### src/rtl/core/mmm_ram.sv
// Generic single-port-write, single-port-read RAM with registered read data.
// Depends on nothing.
`default_nettype none
module mmm_ram #(
    parameter int WIDTH = 32,
    parameter int DEPTH = 64
) (
    input  wire logic                     i_clk,
    input  wire logic                     i_we,
    input  wire logic [$clog2(DEPTH)-1:0] i_waddr,
    input  wire logic [WIDTH-1:0]         i_wdata,
    input  wire logic [$clog2(DEPTH)-1:0] i_raddr,
    output logic      [WIDTH-1:0]         o_rdata
);
    logic [WIDTH-1:0] r_mem [DEPTH];

    always_ff @(posedge i_clk) begin
        if (i_we) begin
            r_mem[i_waddr] <= i_wdata;
        end
        o_rdata <= r_mem[i_raddr];
    end
endmodule
`default_nettype wire

### config.mk
export PLATFORM = sky130hd
export DESIGN_NAME = mmm_ram
export DESIGN_NICKNAME = d
export VERILOG_FILES = /design/src/rtl/core/mmm_ram.sv
export SDC_FILE = /design/constraint.sdc
export NUM_CORES = 2
export LEC_CHECK = 0
export BUFFER_PORTS_ARGS = -buffer_cell sky130_fd_sc_hd__buf_2
export CAP_MARGIN = 20
export CORE_ASPECT_RATIO = 0.8
export CORE_UTILIZATION = 30
export CTS_CLUSTER_DIAMETER = 80
export DETAILED_ROUTE_END_ITERATION = 8
export SLEW_MARGIN = 30
export SYNTH_ARGS = -nofsm -noshare
export SYNTH_HDL_FRONTEND = slang
export SYNTH_SLANG_ARGS = --single-unit
### constraint.sdc
create_clock -name i_clk -period 5.3 [get_ports i_clk]
set_clock_uncertainty 0.2 [all_clocks]
set_input_delay 1.06 -clock i_clk [delete_from_list [all_inputs] [get_ports i_clk]]
set_output_delay 1.06 -clock i_clk [all_outputs]
set_load 0.01 [all_outputs]
==> flow_summary.json <==
{
  "status": "complete, no violations",
  "r2r-start": "r_mem[35][29]",
  "synthCells": 3324,
  "cp_top_family": "buffers and inverters",
  "slew_headroom_pct": 27.1,
  "synth.most_common_cell": "edfxtp_1",
  "setup-tns-final_ns": 0,
  "cp-end-kind": "flop",
  "required_ns": 5.79,
  "hold_path_class": "primary input to flop",
  "synth_top_area_share_pct": 78.3,
  "wl_per_cell_um": 29.1,
  "die_h_um": 460,
  "dr.pass1.iters": 5,
  "drive_above_1_share_pct": 31.4,
  "seq_area_frac_synth_pct": 79.1,
  "via_per_inst": 5.16,
  "synth_edf_count": 2048,
  "p_leak_nw": 27.9,
  "yosysWarnings": 0,
  "fmax_ghz": 0.280,
  "multi_input_area_um2": 16000,
  "drtIter0Drc": 5249,
  "design_area_um2": 91100,
  "holdBufCountCts": 0,
  "cts_tree": "yes",
  "hold_end": "r_mem[8][29]",
  "vdd_ir_drop_max_mv": 0.357,
  "die_x_um": 574,
  "grt_pass1_wl_um": 293000,
  "critical_path.max_fanout": 50,
  "dpl.hpwl_um": 125000,
  "overflow": 0,
  "grt_max_degree": 66,
  "syn-cell-area_um2": 78500,
  "r2r_end": "o_rdata[29]",
  "synth_top_flop_cell": "edfxtp_1",
  "reg2reg_slack_ns": 2.85,
  "whs_path_depth": 1,
  "worstHoldStart": "i_wdata[29]",
  "path_buf_inv": 3,
  "synth_common_cells": "edfxtp_1 (2,048), mux4_2 (544), nor2_1 (137)",
  "ant_nets": 0,
  "io_buffers": 77,
  "regArea_um2": 62100,
  "ys_types": 34,
  "clock_latency_ns": 0.83,
  "cts_setup_buffers": 0,
  "synth_nets": 3370,
  "synthArstFlopShare_pct": 0,
  "cts-buffers-inserted": 190,
  "cts_num_sinks": 2080,
  "crit_arrival_ns": 4.06,
  "finalCritPeriodShare_pct": 67.3,
  "dpl_cell_area_um2": 85000,
  "max_cap_viol_count": 0,
  "globalplace.congestion": 0.803,
  "power_density_nw_per_um2": 369,
  "grt_usage_pct": 15.7,
  "worst_pin_slew_ns": 1.09,
  "cp_slowest_cell": "mux4_2",
  "synth-seq-cells": 2080,
  "clkTransAtPathRegs_ns": 0.06,
  "vias": 37430,
  "initial_utilization_pct": 30.3,
  "synthTopCellsByArea": "edfxtp_1 (78%), mux4_2 (16%), mux2i_1 (1.2%)",
  "antenna_found_initial": 25,
  "min_period_ns": 3.57,
  "drcViolationCount": 0,
  "synth_top_area_cell": "edfxtp_1",
  "grt_pass1_vias": 37093,
  "critPathMaxStageDelay_ns": 0.53,
  "routed_wl_um": 211000,
  "core_um2": 260000,
  "critPathLaunchType": "primary input",
  "cts_resized": 0,
  "rsz0062_at_grt": "no",
  "finalSetupViolCount": 0,
  "dieArea_um2": 264000,
  "ctsLongestPathBuffers": 3,
  "finalHoldViolCount": 0,
  "final_nets": 3674,
  "crit_chain": "buf_8, buf_4, buf_4, mux4_2, mux4_2, o22ai_1, nor2_1",
  "reg2reg_depth": 5,
  "cts-root-buf": "clkbuf_16",
  "fillCellCount": 23719,
  "synth_area_per_cell_um2": 23.6,
  "crit_type": "primary input to flop",
  "ios": 78,
  "drv_slew": 0,
  "row_count": 167,
  "area_delta_synth_final_pct": 16.0,
  "cts.htree.levels": 4
}
==> worst max-delay path by stage <==
stage                    start      endpoint  slack (ns)  depth (start not counted)
finish              i_raddr[0]    o_rdata[1]        1.73                          7
global route        i_raddr[0]    o_rdata[1]        1.60                          7
CTS                 i_raddr[0]    o_rdata[1]        1.71                          7
detailed placement  i_raddr[0]    o_rdata[1]        0.83                          7
global placement    i_raddr[0]   o_rdata[20]        0.79                          9
floorplan           i_waddr[3]  r_mem[48][0]        0.88                          4
==> per-stage QoR <==
stage	power (mW)	worst slack, ns	utilization, %	std cells	hold WS (ns)
global placement	20.4	0.794	32.7	6899	0.530
CTS	33.8	1.71	35.1	7247	0.407
finish	33.6	1.73	35.1	7250	0.464
global route	34.5	1.60	35.1	7248	0.452
detailed placement	20.5	0.826	32.8	6900	0.515
floorplan	19.5	0.880	-	3324	0.463
==> logic make-up after synthesis <==
group | share of synthesized area [%]
AOI/OAI and AO/OA | 1.67
buffers and inverters | 1.13
DFF | 79.1
muxes | 16.8
and+or+nand+nor | 1.27
==> power breakdown <==
group,internal [mW],total (mW),switching [mW]
combinational,0.658,1.79,1.13
sequential,18.2,18.3,0.0908
clock,7.52,13.5,6.01
==> area by class of cell <==
type                            instances  share of cell area (%)
Sequential cell                      2080                    68.2
Tap cell                             3464                    4.76
Timing Repair Buffer                  294                    2.78
Antenna cell                            3                 0.00824
Clock inverter                        105                    1.06
Clock buffer                          242                    5.61
Multi-Input combinational cell       1062                    17.5
==> metal layers <==
metal,track usage (%),share of wire [%],vias up
met4,3.44,1.7,8
met5,0,0.027,-
met1,23.2,44,20589
li1,-,-,14898
met2,24.1,46,1698
met3,3.14,8.9,237
==> flip-flops by register name (all words and copies together) (netlist names) <==
signal and count:
r_mem 2048, o_rdata 32
==> layout by cell type, fill, tap and decap left out, types with 6 or more instances in the layout <==
master / instances
a311oi_1: 8
a22oi_1: 12
clkbuf_1: 38
nor2_4: 62
dfxtp_1: 32
buf_12: 36
nor2_1: 75
nor2b_1: 15
o221ai_1: 27
clkinv_1: 30
buf_4: 186
o22ai_1: 84
clkbuf_8: 12
mux2i_1: 93
inv_6: 9
buf_2: 67
clkbuf_16: 192
a21oi_1: 61
nand2_1: 26
clkinvlp_4: 6
clkinv_2: 38
nand2b_1: 6
bufinv_16: 14
mux4_2: 544
edfxtp_1: 2048
(Power assumes the default switching activity.)
