===== src/rtl/core/mmm_pkg.sv =====
// Shared types and constants for the modular matrix multiplier.
// No dependencies; mmm_cell, the top level and the testbench import this package.
`default_nettype none
package mmm_pkg;

    localparam int MOD_W     = 31;  // modulus width, also remainder width
    localparam int CFG_W     = 31;  // configuration write data width
    localparam int CFG_IDX_W = 3;
    localparam int DIM_W     = 4;   // dimension register width
    localparam int POS_W     = 3;   // row/column field width on the ports
    localparam int VAL_W     = 32;  // product value width on the ports

    localparam logic [CFG_IDX_W-1:0] CFG_MODULUS = 3'd0;
    localparam logic [CFG_IDX_W-1:0] CFG_A_ROWS  = 3'd1;
    localparam logic [CFG_IDX_W-1:0] CFG_A_COLS  = 3'd2;
    localparam logic [CFG_IDX_W-1:0] CFG_B_ROWS  = 3'd3;
    localparam logic [CFG_IDX_W-1:0] CFG_B_COLS  = 3'd4;

    localparam logic [1:0] FN_LOAD_A = 2'd0;
    localparam logic [1:0] FN_LOAD_B = 2'd1;
    localparam logic [1:0] FN_START  = 2'd2;

    localparam logic STATUS_OK       = 1'b0;
    localparam logic STATUS_MISMATCH = 1'b1;

    typedef enum logic [2:0] {
        ST_IDLE,
        ST_FETCH,
        ST_MUL,
        ST_ADD,
        ST_ABS,
        ST_DIV,
        ST_RESULT
    } t_state;

    // Control that travels with a remainder token along the cell chain.
    typedef struct packed {
        logic valid;
        logic neg;
    } t_cell_ctl;

endpackage
`default_nettype wire


===== src/rtl/core/mmm_cell.sv =====
// One restoring-remainder cell: folds one magnitude bit into the remainder.
// Depends on mmm_pkg.
`default_nettype none
module mmm_cell
    import mmm_pkg::*;
#(
    parameter int MAG_W = 65
) (
    input  wire logic             i_clk,
    input  wire logic             i_rst_n,
    input  wire logic [MOD_W-1:0] i_modulus,
    input  wire t_cell_ctl        i_ctl,
    input  wire logic [MOD_W-1:0] i_rem,
    input  wire logic [MAG_W-1:0] i_mag,
    output t_cell_ctl             o_ctl,
    output logic      [MOD_W-1:0] o_rem,
    output logic      [MAG_W-1:0] o_mag
);
    logic [MOD_W:0]   w_trial;
    logic [MOD_W:0]   w_diff;
    logic [MOD_W-1:0] n_rem;

    // The remainder stays below the modulus, so one subtract restores it.
    always_comb begin
        w_trial = {i_rem, i_mag[MAG_W-1]};
        w_diff  = w_trial - {1'b0, i_modulus};
        if (w_trial >= {1'b0, i_modulus}) begin
            n_rem = w_diff[MOD_W-1:0];
        end else begin
            n_rem = w_trial[MOD_W-1:0];
        end
    end

    always_ff @(posedge i_clk) begin
        if (!i_rst_n) begin
            o_ctl <= '0;
        end else begin
            o_ctl <= i_ctl;
        end
        o_rem <= n_rem;
        o_mag <= {i_mag[MAG_W-2:0], 1'b0};
    end
endmodule
`default_nettype wire


===== config.mk =====
export PLATFORM = sky130hd
export DESIGN_NAME = mmm_cell
export DESIGN_NICKNAME = d
export VERILOG_FILES = /design/src/rtl/core/mmm_pkg.sv /design/src/rtl/core/mmm_cell.sv
export SDC_FILE = /design/constraint.sdc
export NUM_CORES = 1
export LEC_CHECK = 0
export ABC_AREA = 1
export BUFFER_PORTS_ARGS = -buffer_cell sky130_fd_sc_hd__buf_2
export CAP_MARGIN = 20
export CORE_AREA = 2 2 111 113
export CTS_CLUSTER_DIAMETER = 150
export DETAILED_ROUTE_END_ITERATION = 7
export DIE_AREA = 0 0 113 115
export GPL_TIMING_DRIVEN = 0
export PLACE_DENSITY = 0.75
export SLEW_MARGIN = 20
export SYNTH_ARGS = -nofsm -noshare
export SYNTH_HDL_FRONTEND = slang
export SYNTH_SLANG_ARGS = --single-unit

===== constraint.sdc =====
create_clock -name i_clk -period 1.87 [get_ports i_clk]
set_input_delay 0.187 -clock i_clk [delete_from_list [all_inputs] [get_ports i_clk]]
set_output_delay 0.187 -clock i_clk [all_outputs]
set_load 0.01 [all_outputs]

==> tab_implementation.tex <==
\begin{tabular}{lr}
\hline
Metric & Value \\
\hline
\multicolumn{2}{l}{\textbf{Logic synthesis}} \\
\quad Sequential-to-total area share from yosys stat & 39.7\% \\
\quad Synth Instances & between 700 and 800 \\
\quad Top cells by area, synth & dfxtp\_1 40\%, nand2\_1 22\%, inv\_1 12\% \\
\quad Mean Syn Cell Area & about 6.7 sq um \\
\quad Library cells used by synthesis & 28 \\
\quad Leading area contributor after synthesis & dfxtp\_1 \\
\quad Fraction of synthesized cell area taken by the top area cell type & between 30\% and 40\% \\
\quad Warnings, synthesis & 0 \\
\quad Number of storage elements in the synthesis netlist & between 90 and 100 \\
\quad Synthesized netlist net count & 897 \\
\quad Netlist area before placement & roughly 4900 sq um \\
\multicolumn{2}{l}{\textbf{Place}} \\
\quad Placed wire-length estimate & $\sim$12,000 um \\
\quad Number of placed instances with taps included & between 1k and 1.5k \\
\quad Placer congestion estimate & 1.00 \\
\quad Port buffer count & 227 \\
\quad Worst slack at placement & -397 ps \\
\multicolumn{2}{l}{\textbf{Floorplan}} \\
\quad Number of primary I/O pins & 229 \\
\quad Total Die Area & approximately 13,000 sq um \\
\quad Core Rows & 40 \\
\quad Placeable Area & about 12,000 sq um \\
\quad Vertical die dimension & between 100 and 150 um \\
\quad Starting utilization of the core area & between 40\% and 50\% \\
\quad Die width & 113 um \\
\multicolumn{2}{l}{\textbf{Critical path}} \\
\quad Required time at the worst-slack endpoint & between 2000 and 2500 ps \\
\quad Endpoint arrival time on the critical path & 1970 ps \\
\quad Element type at the critical path start & input pin \\
\quad Critical path peak fanout & 10 \\
\quad Capturing element type of the critical path & flop \\
\quad Class of the most critical setup path & input pin to flop \\
\multicolumn{2}{l}{\textbf{STA}} \\
\quad Max-slew violations & 0 \\
\quad F\_max & roughly 570 MHz \\
\quad Unrepaired setup endpoints after global routing & yes \\
\quad Shortest clock period the worst path allows after layout & between 1500 and 2000 ps \\
\quad Post-Route Hold Slack & $\sim$46 ps \\
\quad PnR worst setup slack & $\sim$120 ps \\
\quad Setup-failing EPs final & 0 \\
\quad Total count of hold-check failures in the final report & 0 \\
\quad Share of the cycle needed by the critical path after routing & around 94\% \\
\multicolumn{2}{l}{\textbf{Global route}} \\
\quad Number of global-route vias before repair & between 5k and 6k \\
\quad Maximum number of pins on one net before global-route repair & 19 \\
\quad Wire length of the first global-routing pass & $\sim$25,000 um \\
\quad Antenna violations before repair & 0 \\
\quad GRT Residual Overflow & 0 \\
\quad Overall Global Routing Usage & about a quarter \\
\multicolumn{2}{l}{\textbf{Clocking}} \\
\quad Root Buffer & clkbuf\_16 \\
\quad Clock tree from TritonCTS & done \\
\quad Deepest clock path buffer count & 2 \\
\quad H-tree level count & 3 \\
\quad Total clock sinks & 97 \\
\quad Clock input transition at the sequential cells of the worst setup and hold paths & approximately 70 ps \\
\quad Number of CTS-inserted buffers & 9 \\
\multicolumn{2}{l}{\textbf{Cells and area}} \\
\quad Fill cell count & $\sim$1.1k \\
\quad Count of non-filler cells in the finished layout & $\sim$1.2k \\
\quad Area growth from synthesis to layout & 47.5\% \\
\quad Share of layout cells above drive strength 1 & roughly 27\% \\
\quad Ant diodes & 0 \\
\quad \# nets final & roughly 1.2k \\
\multicolumn{2}{l}{\textbf{Pwr}} \\
\quad Portion of total power attributed to sequential cells & 40.1\% \\
\quad Max VDD drop & between 0.0004 and 0.0005 V \\
\quad Share of total power in the clock network & 33.1\% \\
\quad P\_int & roughly 4 mW \\
\quad Net switching power & between 1.5 and 2 mW \\
\quad Leakage dissipation & about 4.3 nW \\
\quad Proportion of total power due to net switching & just over 30\% \\
\quad Power Density & 802 nW/um\^{}2 \\
\quad Relative contribution of combinational cells to total power & between 20\% and 30\% \\
\multicolumn{2}{l}{\textbf{Run status}} \\
\quad Result of the run & finished with violations \\
\quad Failing checks & design-rule violations \\
\multicolumn{2}{l}{\textbf{Route}} \\
\quad Number of iterations in the first detailed-routing pass & 8 \\
\quad Antenna-violating nets left & 0 \\
\quad Number of design-rule violations left by the first detailed-router iteration & 254 \\
\quad Routed vias/inst & approximately 4.4 \\
\quad Overall via count from detail\_route & 5,207 \\
\quad Wire length per cell after detailed routing & between 10 and 15 um \\
\quad Routed Wire Length & 16,200 um \\
\quad Drt drc & 21 \\
\multicolumn{2}{l}{\textbf{Hold path}} \\
\quad Path category of the worst min-delay check & input pin to flop \\
\multicolumn{2}{l}{\textbf{Run}} \\
\quad Number of max-capacitance violations reported & 0 \\
\hline
\end{tabular}
-- final timing paths --
path  startpoint                  end  depth (start not counted)
max    i_mag[64]    o_rem[14]$_DFF_P_                         18
min     i_ctl[1]  o_ctl[1]$_SDFF_PN0_                          3
-- synth_stat cells --
| cell type | n |
|---|---|
| nor2_1 | 38 |
| inv_1 | 155 |
| nand3_1 | 45 |
| buf_6 | 1 |
| nand2_1 | 291 |
| conb_1 | 1 |
| nor3_1 | 4 |
| nand4_1 | 6 |
| ha_1 | 31 |
| nor2_2 | 1 |
| a21oi_2 | 1 |
| and2_1 | 2 |
| o21bai_1 | 3 |
| nor2_4 | 3 |
| inv_2 | 5 |
| fa_1 | 1 |
| dfxtp_1 | 97 |
| buf_2 | 4 |
| buf_8 | 1 |
| nand2_2 | 5 |
| o21ai_0 | 2 |
| nand3b_1 | 2 |
| a21oi_1 | 16 |
| xor2_1 | 14 |
| and3_1 | 1 |
| o21ai_1 | 1 |
| buf_4 | 1 |
| or2_2 | 2 |
-- kinds of logic after synthesis --
family	Yosys count	share of synthesized area, %
other	1	0.0767
xor gates and xnor gates	14	2.51
buffers and inverters	167	13.4
AOI/OAI and AO/OA	23	2.58
DFF	97	39.7
adders and majority gates	32	8.34
and+or+nand+nor	400	33.4
-- area by class of cell --
class                           count  area (sq um)  share of cell area, %
Clock inverter                      7          87.6                   1.21
Buffer                              7          57.6                  0.798
Tap cell                          147           184                   2.55
Multi-Input combinational cell    470          2320                   32.1
Timing Repair Buffer              294          1800                   24.9
Sequential cell                    97          1940                   26.9
Inverter                          160           603                   8.36
Clock buffer                        9           225                   3.12
-- worst max-delay path: stages --
cell     delay (ps)
buf_2            80
inv_1            40
ha_2            180
fa_2            360
inv_4            80
nand2_2          50
nand2_1          80
nand3_1          80
nand2_2          90
nand2_2          50
nand3_1          60
nand2_1          60
nand2_2         110
inv_2            50
buf_8           140
buf_8           140
nand2_2          50
nand2_2          70
-- what timing repair did --
action,4_1_cts,5_1_grt
buffers inserted,2,1
hold buffers,64,0
hold endpoints to repair,64,0
resized for setup,0,10
pin swaps,0,3
endpoints found under the setup margin,1,30
-- metrics by stage --
| step | instance area (sq um) | setup TNS [ps] | power, mW | utilization [%] |
|---|---|---|---|---|
| floorplan | 4890 | 0 | 3.22 | - |
| global placement | 6210 | -7960 | 3.76 | 52.6 |
| detailed placement | 6210 | -8520 | 3.78 | 52.6 |
| CTS | 7180 | 0 | 5.80 | 60.8 |
| global route | 7220 | -43.7 | 6.12 | 61.1 |
| finish | 7220 | 0 | 5.79 | 61.1 |
-- state kept, by name, indices dropped and copies added, names as in the netlist --
name,flops
o_mag,64
o_rem,31
o_ctl,2
-- cells in the final DEF, fill, tap and decap left out, types with 9 or more instances in the layout --
cell	n
dfxtp_1	97
xor2_1	14
nor2_1	37
nand3_1	45
clkbuf_16	9
nand2_2	11
dlygate4sd3_1	64
inv_1	154
buf_2	231
a21oi_1	16
ha_1	30
nand2_1	285
-- per-layer routing --
layer | vias to the layer above | global-route usage (%) | part of all wire, %
met5 | - | 0 | 0
met4 | 0 | 10.2 | 2.9
met3 | 34 | 5.59 | 7.1
met2 | 181 | 43.4 | 48
met1 | 2213 | 28.1 | 42
li1 | 2779 | - | -
-- power by group through the flow --
stage	combinational, mW	sequential, mW	clock (mW)
3_5_place_dp	1.42	2.36	0
4_1_cts	1.53	2.32	1.94
5_1_grt	1.74	2.34	2.04
3_3_place_gp	1.40	2.36	0
6_report	1.55	2.32	1.92
2_1_floorplan	0.731	2.49	0
(Power assumes the default switching activity.)
